`config.mk`:
```
export PLATFORM = sky130hd
export DESIGN_NAME = fwhc_judge
export DESIGN_NICKNAME = d
export VERILOG_FILES = /design/src/design/fwhc_pkg.sv /design/src/design/fwhc_judge.sv
export SDC_FILE = /design/constraint.sdc
export NUM_CORES = 1
export LEC_CHECK = 0
export BUFFER_PORTS_ARGS = -buffer_cell sky130_fd_sc_hd__buf_2
export CAP_MARGIN = 20
export CORE_AREA = 2 2 113 115
export DETAILED_ROUTE_END_ITERATION = 8
export DIE_AREA = 0 0 115 117
export PLACE_DENSITY = 0.73
export SLEW_MARGIN = 25
export SYNTH_ARGS = -nofsm -noshare
export SYNTH_HDL_FRONTEND = slang
export SYNTH_SLANG_ARGS = --single-unit
```
`constraint.sdc`:
```
create_clock -name vclk -period 12.9
set_input_delay 3.87 -clock vclk [all_inputs]
set_output_delay 3.87 -clock vclk [all_outputs]
set_load 0.1 [all_outputs]
```
`src/design/fwhc_pkg.sv`:
```
// Shared types, codes and constants for the firmware header checker.
package fwhc_pkg;

	localparam int unsigned NUM_ENTRIES_MAX = 4;
	localparam int unsigned TABLE_ENTRIES_DEFAULT = 4;
	localparam int unsigned HEADER_LEN = 8;

	localparam logic [31:0] MODEL_LIMIT = 32'd150;
	localparam logic [7:0] PRINT_LO = 8'h20;
	localparam logic [7:0] PRINT_HI = 8'h7E;

	// Configuration register indexes
	localparam logic [3:0] REG_TAG_BASE = 4'd0;
	localparam logic [3:0] REG_MODEL_BASE = 4'd4;

	localparam logic [31:0] TAG_RESET [NUM_ENTRIES_MAX] = '{
		32'h7A656E76, 32'h7A6D6F7A, 32'h7A656E00, 32'h7A786669
	};
	localparam logic [7:0] MODEL_RESET [NUM_ENTRIES_MAX] = '{
		8'd85, 8'd87, 8'd90, 8'd86
	};

	typedef enum logic [1:0] {
		VERDICT_RAW       = 2'd0,
		VERDICT_KNOWN     = 2'd1,
		VERDICT_PLAUSIBLE = 2'd2,
		VERDICT_STRANGE   = 2'd3
	} verdict_t;

	typedef struct packed {
		logic [7:0] data_byte;
		logic       last_byte;
	} img_t;

	typedef struct packed {
		verdict_t    verdict;
		logic [1:0]  player_index;
		logic [31:0] implied_model;
	} res_t;

	function automatic logic is_printable(input logic [7:0] c);
		return (c >= PRINT_LO) && (c <= PRINT_HI);
	endfunction

endpackage

```
`src/design/fwhc_judge.sv`:
```
// Verdict logic: tag lookup, checksum check and printable-tag classification.
module fwhc_judge import fwhc_pkg::*; #(
	parameter int unsigned TABLE_ENTRIES = TABLE_ENTRIES_DEFAULT
) (
	input  logic [63:0]                    header,
	input  logic [31:0]                    sum,
	input  logic                           full,
	input  logic [TABLE_ENTRIES-1:0][31:0] tags,
	input  logic [TABLE_ENTRIES-1:0][7:0]  models,
	output res_t                           res
);

	logic [31:0] checksum;
	logic [31:0] tag;
	logic [31:0] implied;
	logic        hit;
	logic [1:0]  hit_idx;
	logic [7:0]  hit_model;
	logic        plausible_tag;

	assign checksum = header[63:32];
	assign tag      = header[31:0];
	assign implied  = checksum - sum;

	// first matching entry wins: scan from the top so lower entries override
	always_comb begin
		hit       = 1'b0;
		hit_idx   = '0;
		hit_model = '0;
		for (int i = TABLE_ENTRIES - 1; i >= 0; i--) begin
			if (tags[i] == tag) begin
				hit       = 1'b1;
				hit_idx   = 2'(i);
				hit_model = models[i];
			end
		end
	end

	assign plausible_tag = is_printable(tag[31:24]) && is_printable(tag[23:16]) &&
		is_printable(tag[15:8]) && (is_printable(tag[7:0]) || tag[7:0] == 8'h00);

	// model + sum == checksum is the same as implied == model
	always_comb begin
		res.verdict       = VERDICT_RAW;
		res.player_index  = '0;
		res.implied_model = '0;
		if (full) begin
			res.implied_model = implied;
			if (hit && implied == {24'd0, hit_model}) begin
				res.verdict      = VERDICT_KNOWN;
				res.player_index = hit_idx;
			end else if (plausible_tag) begin
				res.verdict = (implied < MODEL_LIMIT) ? VERDICT_PLAUSIBLE : VERDICT_STRANGE;
			end
		end
	end

endmodule

```
* After elaboration in Yosys (flattened, before gate mapping)
Cells that the tools add are included.
** Operators by class
- Equal/unequal tests :: 5
- $lt $le $gt $ge :: 9
- Multiplexer cells :: 17
- $add $sub $neg :: 1
- Reduce and logical (&&, ||, !) cells :: 10
** Operator list (number)
- == test 32 bit :: 4
- two-way mux 36 bit :: 1
- == test 32 x 8 -> 1 bit :: 1
- >= comparator 8 x 6 -> 1 bit (second input constant) :: 4
- less-or-equal comparator 8 x 7 -> 1 bit (second input constant) :: 4
- less-than comparator 32 x 8 -> 1 bit (second input constant) :: 1
- two-way mux 8 bit :: 4
- subtractor 32 bit :: 1
- two-way mux 2 bit :: 7
- logical AND 1 bit :: 8
- zero test 8 bit :: 1
- two-way mux 1 bit :: 5
- logical OR 1 bit :: 1
** Storage, ports and cells
- Input bits :: 257
- Register bits after elaboration :: 0
- Output and inout port bits :: 36
- Word-level logic and storage cells :: 42

* Logic depth before layout (Yosys ltp)
Gate-level depths: netlist (run 1).
- Depth in word-level cells :: 9
- Mapped depth :: 13

* Worst setup path before layout (run 1)
No wires, ideal clock.
- Path kind :: input to output
- Start point :: input header[32]
- End point :: output res[24] (netlist name)
- Buffers on the path :: 0
- Arrival time :: 8.560 ns
- Stages on the path :: 9
- Path slack :: 0.470 ns
- Cells stage by stage :: inv_1 > ha_1 > fa_1 > nor2b_1 > o2111ai_2 > a211o_1 > a211o_1 > and4b_1 > nor4_1
** RTL lines
- start: declaration :: RTL line fwhc_judge.sv:5 : input logic [63:0] header,
- end: declaration :: RTL line fwhc_judge.sv:10 : output res_t res

==> flow_summary.yaml, run 1 <==
grt:
  first_global_vias: 5540
  grt_max_degree: 20
  grt_use_total_pct: 26.1
  antenna_found_initial: 0
  grt_first_pass_wirelength_um: 27800
  grt_overflow: 0
placed_design:
  place_inst: 1064
  preCtsSetupSlack_ps: 1350
  portBuffers: 293
  gp_congestion: 0.988
  hpwl_um: 16600
timing:
  slew_violations: 0
  fmax_mhz: 86.2
  rsz0062_at_grt: "false"
  worst_pin_slew_ps: 756
  min_period_ps: 11600
  hold_viol_final: 0
  finalSetupViolations: 0
  slew_headroom_pct: 49.4
  min_period_over_period_pct: 89.9
  hold_ws_ps: 8310
  fin_ws_ps: 1300
  finalSetupTns_ps: 0
layout:
  final_cells: 1064
  area_growth_pct: 30.1
  nClkBuffers: 0
  regArea_sq_um: 0
  nNetsFinal: 1205
  antenna_cells: 0
  design.seq.count: 0
  drive_gt1_share_pct: 35.4
  finish.utilization_pct: 49.1
  nFillCells: 1276
floorplanning:
  row_count: 41
  die_w_um: 115
  core_sq_mm: 0.0123
  die_area_sq_mm: 0.0135
  dieHeight_um: 117
  io-pin-count: 293
  start_util_pct: 37.8
job:
  maxCapViolCount: 0
route:
  drt-pass1-iter-count: 5
  via_per_inst: 5.57
  wirelength_um: 18600
  vias: 5929
  wire_per_inst_um: 17.5
  drc: 0
  drt_iter0_drc: 396
  final_antenna_net_count: 0
clocking:
  hold_buffers: 0
  post_cts_buffers: 0
  cts_resized: 0
yosys:
  yosys.area.top_type: "xor2_1"
  postSynthCellCount: 673
  syn-num-nets: 962
  syn_area_sq_mm: 0.00465
  avgSynthCellArea_sq_um: 6.91
  yosysTopAreaCellShare_pct: 15.1
  yosys_warnings: 0
  synth.distinct_cells: 70
  synthTopCellsByArea: "xor2_1 (15%), xnor2_1 (13%), ha_1 (8.3%), nand4_1 (4.3%), nor4_1 (3.8%)"
  ys_seq_area_share_pct: 0
setup_path:
  end_kind: "primary output"
  crit_fanout: 6
  crit_path_cell_trace: "buf_2, inv_1, ha_1, fa_1, nor2b_1, o2111ai_2, a211oi_2, nor4_2, o211a_1, a311oi_1, nand4_1, and4b_1, nand4_1, nor4_2, buf_2"
  crit_path_top_delay_cell: "buf_2"
  worstPathArrival_ps: 7730
  crit_required_ps: 9030
  crit_path_start_kind: "input port"
  critPathKind: "input port to primary output"
  crit_path_max_incr_delay_ps: 470
power:
  p_leak_nw: 2.99
  ir_drop_mv: 0.0273
  powerDensity_mw_per_mm2: 56.6
hold_path:
  hp-class: "input port to primary output"
outcome:
  status: "completed"
## per-stage QoR
stage	power [W]	cell area, sq um
5_1_grt	0.000367	6050
6_report	0.000342	6050
4_1_cts	0.000340	6050
2_1_floorplan	0.000251	4650
3_3_place_gp	0.000338	6050
3_5_place_dp	0.000339	6050
## cell usage after synthesis, types with 3 or more instances
| cell | count |
|---|---|
| a21oi_2 | 7 |
| o21a_1 | 4 |
| o21ai_0 | 18 |
| a211o_1 | 3 |
| nand3b_1 | 4 |
| nor4_2 | 6 |
| xor2_1 | 80 |
| a221oi_2 | 3 |
| a211oi_1 | 9 |
| clkbuf_1 | 24 |
| inv_1 | 44 |
| and2_1 | 16 |
| buf_6 | 3 |
| nand2_1 | 31 |
| o211ai_1 | 5 |
| mux2i_1 | 4 |
| mux2_2 | 3 |
| and4_1 | 7 |
| nand2b_1 | 3 |
| nor2_1 | 43 |
| and3_1 | 13 |
| a221oi_1 | 4 |
| o21ai_1 | 7 |
| xnor2_1 | 68 |
| a21oi_1 | 28 |
| nand3_1 | 23 |
| a21o_1 | 14 |
| o211a_1 | 3 |
| buf_2 | 21 |
| ha_1 | 31 |
| nand4_1 | 32 |
| nor4_1 | 28 |
| a31oi_1 | 5 |
| nor3_1 | 16 |
| or3_1 | 7 |
| buf_4 | 3 |
| nor2b_1 | 5 |
| a21boi_0 | 3 |
| o31ai_1 | 3 |
## logic make-up (layout without fill, tap and decap cells)
group / Yosys count / count (layout) / share of synthesized area, %
AO/OA/AOI/OAI: 143 / 143 / 22.2
XOR/XNOR: 148 / 148 / 27.9
adder cells (fa/ha/maj): 32 / 32 / 8.77
buffers and inverters: 97 / 338 / 9.12
multiplexers: 7 / 7 / 1.59
AND/OR/NAND/NOR: 246 / 246 / 30.4
## placed cells by master (no fill, tap or decap), types with 5 or more instances in the layout
master,count
buf_2,293
ha_1,31
xnor2_1,68
a21oi_1,28
nand3_1,23
a21oi_2,7
and3_1,13
o21ai_0,18
nand2_1,31
xor2_1,80
nor4_1,28
inv_1,44
nand4_1,32
nor2b_1,5
nor3_1,16
and2_1,16
a31oi_1,5
nor2_1,43
o211ai_1,5
and4_1,7
a21o_1,14
o21ai_1,7
or3_1,7
a211oi_1,9
nor4_2,6
## where the power goes
part	switching [W]	leakage (nW)	internal, W
sequential	0	0	0
combinational	0.000229	2.99	0.000113
clock	0	0	0
total	0.000229	2.99	0.000113
## critical path: cells and delay by family
kind,cells,cell delay (ps)
AOI/OAI and AO/OA,4,1340
adders and majority gates,2,610
and+or+nand+nor,6,1320
buffers and inverters,3,570
## per-layer routing
| metal | share of wire, % | vias up | GRT usage (%) |
|---|---|---|---|
| li1 | - | 2919 | - |
| met1 | 42 | 2694 | 33.3 |
| met2 | 48 | 284 | 47.6 |
| met3 | 6.5 | 32 | 2.63 |
| met4 | 2.7 | 0 | 6.10 |
| met5 | 0 | - | 0 |
## path summary, 6_finish.rpt
path	startpoint	to	depth (start not counted)
worst max-delay path	header[32]	res[32]	15
worst min-delay path	sum[0]	res[0]	4
## layout make-up
type / count / area (sq um) / share of cell area (%)
multi-input cells: 576 / 4230 / 69.9
repair buffers: 293 / 1470 / 24.2
well taps: 150 / 188 / 3.10
inverters: 45 / 169 / 2.79
No activity file was read; power rests on OpenSTA's default activity.
==> inputs of run 2 (changes only) <==
--- a/config.mk
+++ b/config.mk
@@ -5,11 +5,12 @@
 export SDC_FILE = /design/constraint.sdc
 export NUM_CORES = 1
 export LEC_CHECK = 0
+export ABC_AREA = 1
 export BUFFER_PORTS_ARGS = -buffer_cell sky130_fd_sc_hd__buf_2
 export CAP_MARGIN = 20
-export CORE_AREA = 2 2 113 115
+export CORE_AREA = 2 2 115 117
 export DETAILED_ROUTE_END_ITERATION = 8
-export DIE_AREA = 0 0 115 117
+export DIE_AREA = 0 0 117 119
 export PLACE_DENSITY = 0.73
 export SLEW_MARGIN = 25
 export SYNTH_ARGS = -nofsm -noshare
==> run 2 against run 1 <==
Via count rose by 13%. Maximum frequency is 6.8% higher. Synthesized cell count up 38%. Count of clock-buffer cells in the layout unchanged. Wire length grew 2.8%. Largest cell class unchanged.
==> flow_summary.yaml, run 2 <==
route:
  drc: 0
  drt-pass1-iter-count: 5
  vias: 6678
  wirelength_um: 19100
  final_antenna_net_count: 0
  via_per_inst: 4.86
  wire_per_inst_um: 13.9
  drt_iter0_drc: 407
floorplanning:
  start_util_pct: 38.1
  dieHeight_um: 119
  row_count: 42
  core_sq_mm: 0.0129
  die_w_um: 117
  io-pin-count: 293
  die_area_sq_mm: 0.0139
yosys:
  postSynthCellCount: 929
  yosys.area.top_type: "nand2_1"
  synthTopCellsByArea: "nand2_1 (21%), xnor2_1 (12%), nor2_1 (10%), xor2_1 (8.9%), inv_1 (8.9%)"
  avgSynthCellArea_sq_um: 5.28
  synth.distinct_cells: 39
  syn-num-nets: 1218
  ys_seq_area_share_pct: 0
  yosys_warnings: 0
  synth.most_common_cell: "nand2_1"
  synth_common_cells: "nand2_1 (280), nor2_1 (134), inv_1 (116)"
  yosysTopAreaCellShare_pct: 21.4
  syn_area_sq_mm: 0.00490
layout:
  nClkBuffers: 0
  final_cell_area_sq_mm: 0.00640
  regArea_sq_um: 0
  nNetsFinal: 1485
  final_cells: 1373
  layout_commonest_cell: "buf_2"
  layout_common_cells: "buf_2 (293), nand2_1 (280), nor2_1 (134), inv_1 (115), xnor2_1 (66)"
  area_growth_pct: 30.5
  drive_gt1_share_pct: 26.7
  design.seq.count: 0
timing:
  slew_headroom_pct: 59.5
  worst_pin_slew_ps: 606
  hold_viol_final: 0
  rsz0062_at_grt: "false"
  fmax_mhz: 92.1
  min_period_over_period_pct: 84.2
  fin_ws_ps: 2040
  slew_violations: 0
  finalSetupViolations: 0
  min_period_ps: 10860
  hold_ws_ps: 8300
  finalSetupTns_ps: 0
clocking:
  post_cts_buffers: 0
  hold_buffers: 0
  cts_resized: 0
placed_design:
  dpl_cell_area_sq_mm: 0.00639
  place_inst: 1370
  portBuffers: 293
  preCtsSetupSlack_ps: 2100
  hpwl_um: 17100
  gp_congestion: 0.940
hold_path:
  hp-class: "input port to primary output"
setup_path:
  crit_required_ps: 9030
  worstPathArrival_ps: 6990
  critPathKind: "input port to primary output"
  crit_path_max_incr_delay_ps: 440
  end_kind: "primary output"
  crit_path_start_kind: "input port"
  crit_path_cell_trace: "buf_2, inv_1, ha_1, fa_1, inv_1, nand3_1, nand2_1, a21boi_2, o21bai_1, nand2_1, nand2_1, nand2_1, nand2_1, nand2_1, nand2_1, nand2_1, nor2_1, nand2_1, nor2_2, nand2_1, nor2_1, buf_2"
  crit_fanout: 4
  crit_path_top_delay_cell: "buf_2"
  cpMostUsedCell: "nand2_1"
power:
  p_switching_w: 0.000238
  powerDensity_mw_per_mm2: 54.0
  ir_drop_mv: 0.0629
  pwr-share-seq_pct: 0
  power.internal_w: 0.000108
  sw_frac_of_total_pct: 68.8
  clockPowerShare_pct: 0
  p_leak_nw: 3.65
  power_frac_comb_pct: 100.0
grt:
  first_global_vias: 6340
  grt_first_pass_wirelength_um: 29500
  antenna_found_initial: 5
  grt_overflow: 0
  grt_use_total_pct: 26.1
  grt_max_degree: 34
job:
  maxCapViolCount: 0
outcome:
  status: "completed"
[run 2: cell types whose count changed in the layout (fill, tap and decap cells not counted), sizes merged, moves of 8 or more]
cell	previous run	this run
or2	1	16
nor4	35	4
inv	44	122
nand2	31	283
and2	17	1
nand3	23	63
and3	13	0
a211oi	10	0
nand3b	4	13
xor2	80	50
a21o	14	6
nor2	44	143
nand4	33	6
[run 2: layout make-up]
| type | count | area, sq um |
|---|---|---|
| tap | 176 | 220 |
| inverter | 123 | 462 |
| fill | 1418 | 6470 |
| timing repair buffer | 293 | 1470 |
| antenna | 3 | 7.51 |
| multi-input combinational | 778 | 4240 |
[run 2: critical path: cells and delay by family]
family	cells	cell delay (ps)
AOI/OAI and AO/OA	2	360
adders and majority gates	2	690
buffers and inverters	4	680
and+or+nand+nor	14	1420
[run 2: path summary, 6_finish.rpt]
check	startpoint	end	slack (ps)	depth (start not counted)
max	header[32]	res[32]	2040	22
min	full	res[34]	8300	4
[run 2: logic make-up (layout without fill, tap and decap cells)]
kind of cell / Yosys count / after routing / synth area share (%)
other: 0 / 3 / 0
xor gates and xnor gates: 117 / 117 / 21.0
AOI/OAI and AO/OA: 89 / 89 / 10.3
adders and majority gates: 32 / 32 / 8.32
and+or+nand+nor: 540 / 540 / 46.9
buffers and inverters: 151 / 416 / 13.5
[run 2: stage by stage]
step	power [W]	util [%]
final	0.000346	49.7
after detailed placement	0.000343	49.7
after global placement	0.000342	49.7
after floorplan	0.000252	-
after global routing	0.000376	49.7
after CTS	0.000344	49.7
[run 2: power groups by stage]
stage	clock network, W	registers (W)	logic (W)
global placement	0	0	0.000342
detailed placement	0	0	0.000343
CTS	0	0	0.000344
finish	0.0000000000311	0	0.000346
floorplan	0	0	0.000252
global route	0.0000000000207	0	0.000376
[run 2: layer usage]
layer / wire length, um / vias to the layer above / track usage [%] / part of all wire, %
met3: 1620 / 46 / 3.92 / 8.5
met4: 584 / 4 / 6.47 / 3.1
met2: 9190 / 279 / 48.4 / 48
li1: - / 3426 / - / -
met5: 27 / - / 0 / 0.14
met1: 7670 / 2923 / 30.9 / 40
==> inputs of run 3 (changes only) <==
--- a/config.mk
+++ b/config.mk
@@ -5,13 +5,13 @@
 export SDC_FILE = /design/constraint.sdc
 export NUM_CORES = 1
 export LEC_CHECK = 0
-export ABC_AREA = 1
+export ABC_AREA = 0
 export BUFFER_PORTS_ARGS = -buffer_cell sky130_fd_sc_hd__buf_2
 export CAP_MARGIN = 20
-export CORE_AREA = 2 2 115 117
+export CORE_AREA = 2 2 113 115
 export DETAILED_ROUTE_END_ITERATION = 8
-export DIE_AREA = 0 0 117 119
-export PLACE_DENSITY = 0.73
+export DIE_AREA = 0 0 115 117
+export PLACE_DENSITY = 0.76
 export SLEW_MARGIN = 25
 export SYNTH_ARGS = -nofsm -noshare
 export SYNTH_HDL_FRONTEND = slang
==> constraint.sdc (replaced) <==
create_clock -name vclk -period 9.3
set_input_delay 2.79 -clock vclk [all_inputs]
set_output_delay 2.79 -clock vclk [all_outputs]
set_load 0.1 [all_outputs]
==> run 3 against run 2 <==
Worst hold slack got worse by 2100 ps. Total power grew 39%. Sequential cell count did not move. First-iteration DRC count up 8.4%. Count of clock-buffer cells in the layout stayed put. Non-clock buffer count increased by 19. Sequential share of layout area stayed put. Final cell count decreased by 21%. Combinational power increased by 39%. Critical endpoint unchanged. Largest power group unchanged. Highest routed layer is now met4.
==> flow_summary.yaml, run 3 (synthesis gave the netlist of run 1 again) <==
outcome:
  status: "completed"
setup_path:
  critPathKind: "input port to primary output"
  crit_required_ps: 6510
  crit_path_start_kind: "input port"
  crit_path_top_delay_cell: "fa_1"
  crit_fanout: 6
  crit_path_cell_trace: "buf_2, inv_1, ha_1, fa_1, nor2b_2, o2111ai_4, a211oi_2, nor4_2, o211a_1, a311oi_1, nand4_1, and4b_2, nand4_1, buf_4, nor4_4, buf_12"
  crit_path_max_incr_delay_ps: 420
  cpMostUsedCell: "nand4_1"
  worstPathArrival_ps: 6300
  end_kind: "primary output"
timing:
  fmax_mhz: 110
  slew_violations: 0
  slew_headroom_pct: 59.9
  hold_viol_final: 0
  finalSetupTns_ps: 0
  finalSetupViolations: 0
  worst_pin_slew_ps: 596
  rsz0062_at_grt: "false"
  min_period_ps: 9090
  min_period_over_period_pct: 97.7
layout:
  area_growth_pct: 35.6
  regArea_sq_um: 0
  layout_common_cells: "buf_2 (290), xor2_1 (80), xnor2_1 (68), inv_1 (44), nor2_1 (43)"
  antenna_cells: 0
  drive_gt1_share_pct: 37.9
  nClkBuffers: 0
  layout_commonest_cell: "buf_2"
  design.seq.count: 0
  nNetsFinal: 1224
  final_cell_area_sq_mm: 0.00631
grt:
  antenna_found_initial: 0
  grt_first_pass_wirelength_um: 28800
  first_global_vias: 5680
  grt_use_total_pct: 27.1
  grt_max_degree: 19
  grt_overflow: 0
power:
  powerDensity_mw_per_mm2: 76.3
  ir_drop_mv: 0.0387
  p_leak_nw: 3.10
route:
  wire_per_inst_um: 17.7
  drt_iter0_drc: 441
  drt-pass1-iter-count: 6
  wirelength_um: 19200
  via_per_inst: 5.59
  vias: 6051
  final_antenna_net_count: 0
  drc: 0
job:
  maxCapViolCount: 0
placed_design:
  hpwl_um: 16900
  gp_congestion: 0.979
  dpl_cell_area_sq_mm: 0.00628
  portBuffers: 293
hold_path:
  hp-class: "input port to primary output"
  whs_path_depth: 4
  hold_path_end: "res[0]"
  hp-start: "sum[0]"
floorplanning:
  dieHeight_um: 117
  io-pin-count: 293
  core_sq_mm: 0.0123
  die_area_sq_mm: 0.0135
  start_util_pct: 37.8
  row_count: 41
  die_w_um: 115
clocking:
  hold_buffers: 0
==> run 3: changes by cell type in the layout (fill, tap and decap cells not counted), moves of 15 or more <==
cell / before / now
nand3_1: 63 / 23
nand4_1: 6 / 32
and2_1: 1 / 16
buf_4: 0 / 19
nor4_1: 4 / 25
nor2_1: 134 / 43
xor2_1: 50 / 80
nand2_1: 280 / 31
inv_1: 115 / 44
a21oi_1: 42 / 27
==> run 3: power by group <==
| part | switching, W | internal, W | leakage (nW) | total (W) |
|---|---|---|---|---|
| Combinational | 0.000321 | 0.000160 | 3.10 | 0.000481 |
| Sequential | 0 | 0 | 0 | 0 |
| Clock | 0 | 0 | 0 | 0 |
==> run 3: stage by stage <==
stage	util [%]	power, W	hold slack [ps]	setup WS, ps	std cells
2_1_floorplan	-	0.000350	5950	-89.7	673
3_3_place_gp	51.0	0.000471	6150	237	1083
3_5_place_dp	51.0	0.000475	6170	158	1083
4_1_cts	51.0	0.000477	6170	123	1083
5_1_grt	51.2	0.000517	6190	9.02	1083
6_report	51.2	0.000481	6160	213	1083
==> run 3: what timing repair did <==
| action | in CTS | in global routing |
|---|---|---|
| setup buffers | 0 | 0 |
| gates resized for setup | 0 | 6 |
| setup endpoints to repair | 0 | 3 |
==> run 3: area by class of cell <==
| type | count | area (sq um) |
|---|---|---|
| timing repair buffer | 312 | 1650 |
| tap | 150 | 188 |
| fill | 1247 | 6000 |
| inverter | 45 | 169 |
| multi-input combinational | 576 | 4300 |
==> run 3: worst max path at each step <==
stage / cells past startpoint / to / start / slack, ps
after global routing: 16 / res[32] / header[32] / 9
final: 16 / res[32] / header[32] / 210
after global placement: 16 / res[32] / header[32] / 240
after detailed placement: 16 / res[32] / header[32] / 160
after floorplan: 13 / res[33] / header[32] / -90
after CTS: 16 / res[32] / header[32] / 120
==> run 3: worst max-delay path: cells and delay by family <==
family          cells  cell delay, ps
fa+ha+maj           2             630
buf+inv             4             510
compound gates      4            1160
simple gates        6            1210
==> run 3: routing by layer <==
metal	track usage (%)	vias up	routed length [um]
li1	-	2955	-
met4	4.58	0	341
met1	34.2	2760	7960
met2	50.7	309	9470
met5	0	-	0
met3	2.37	27	1420
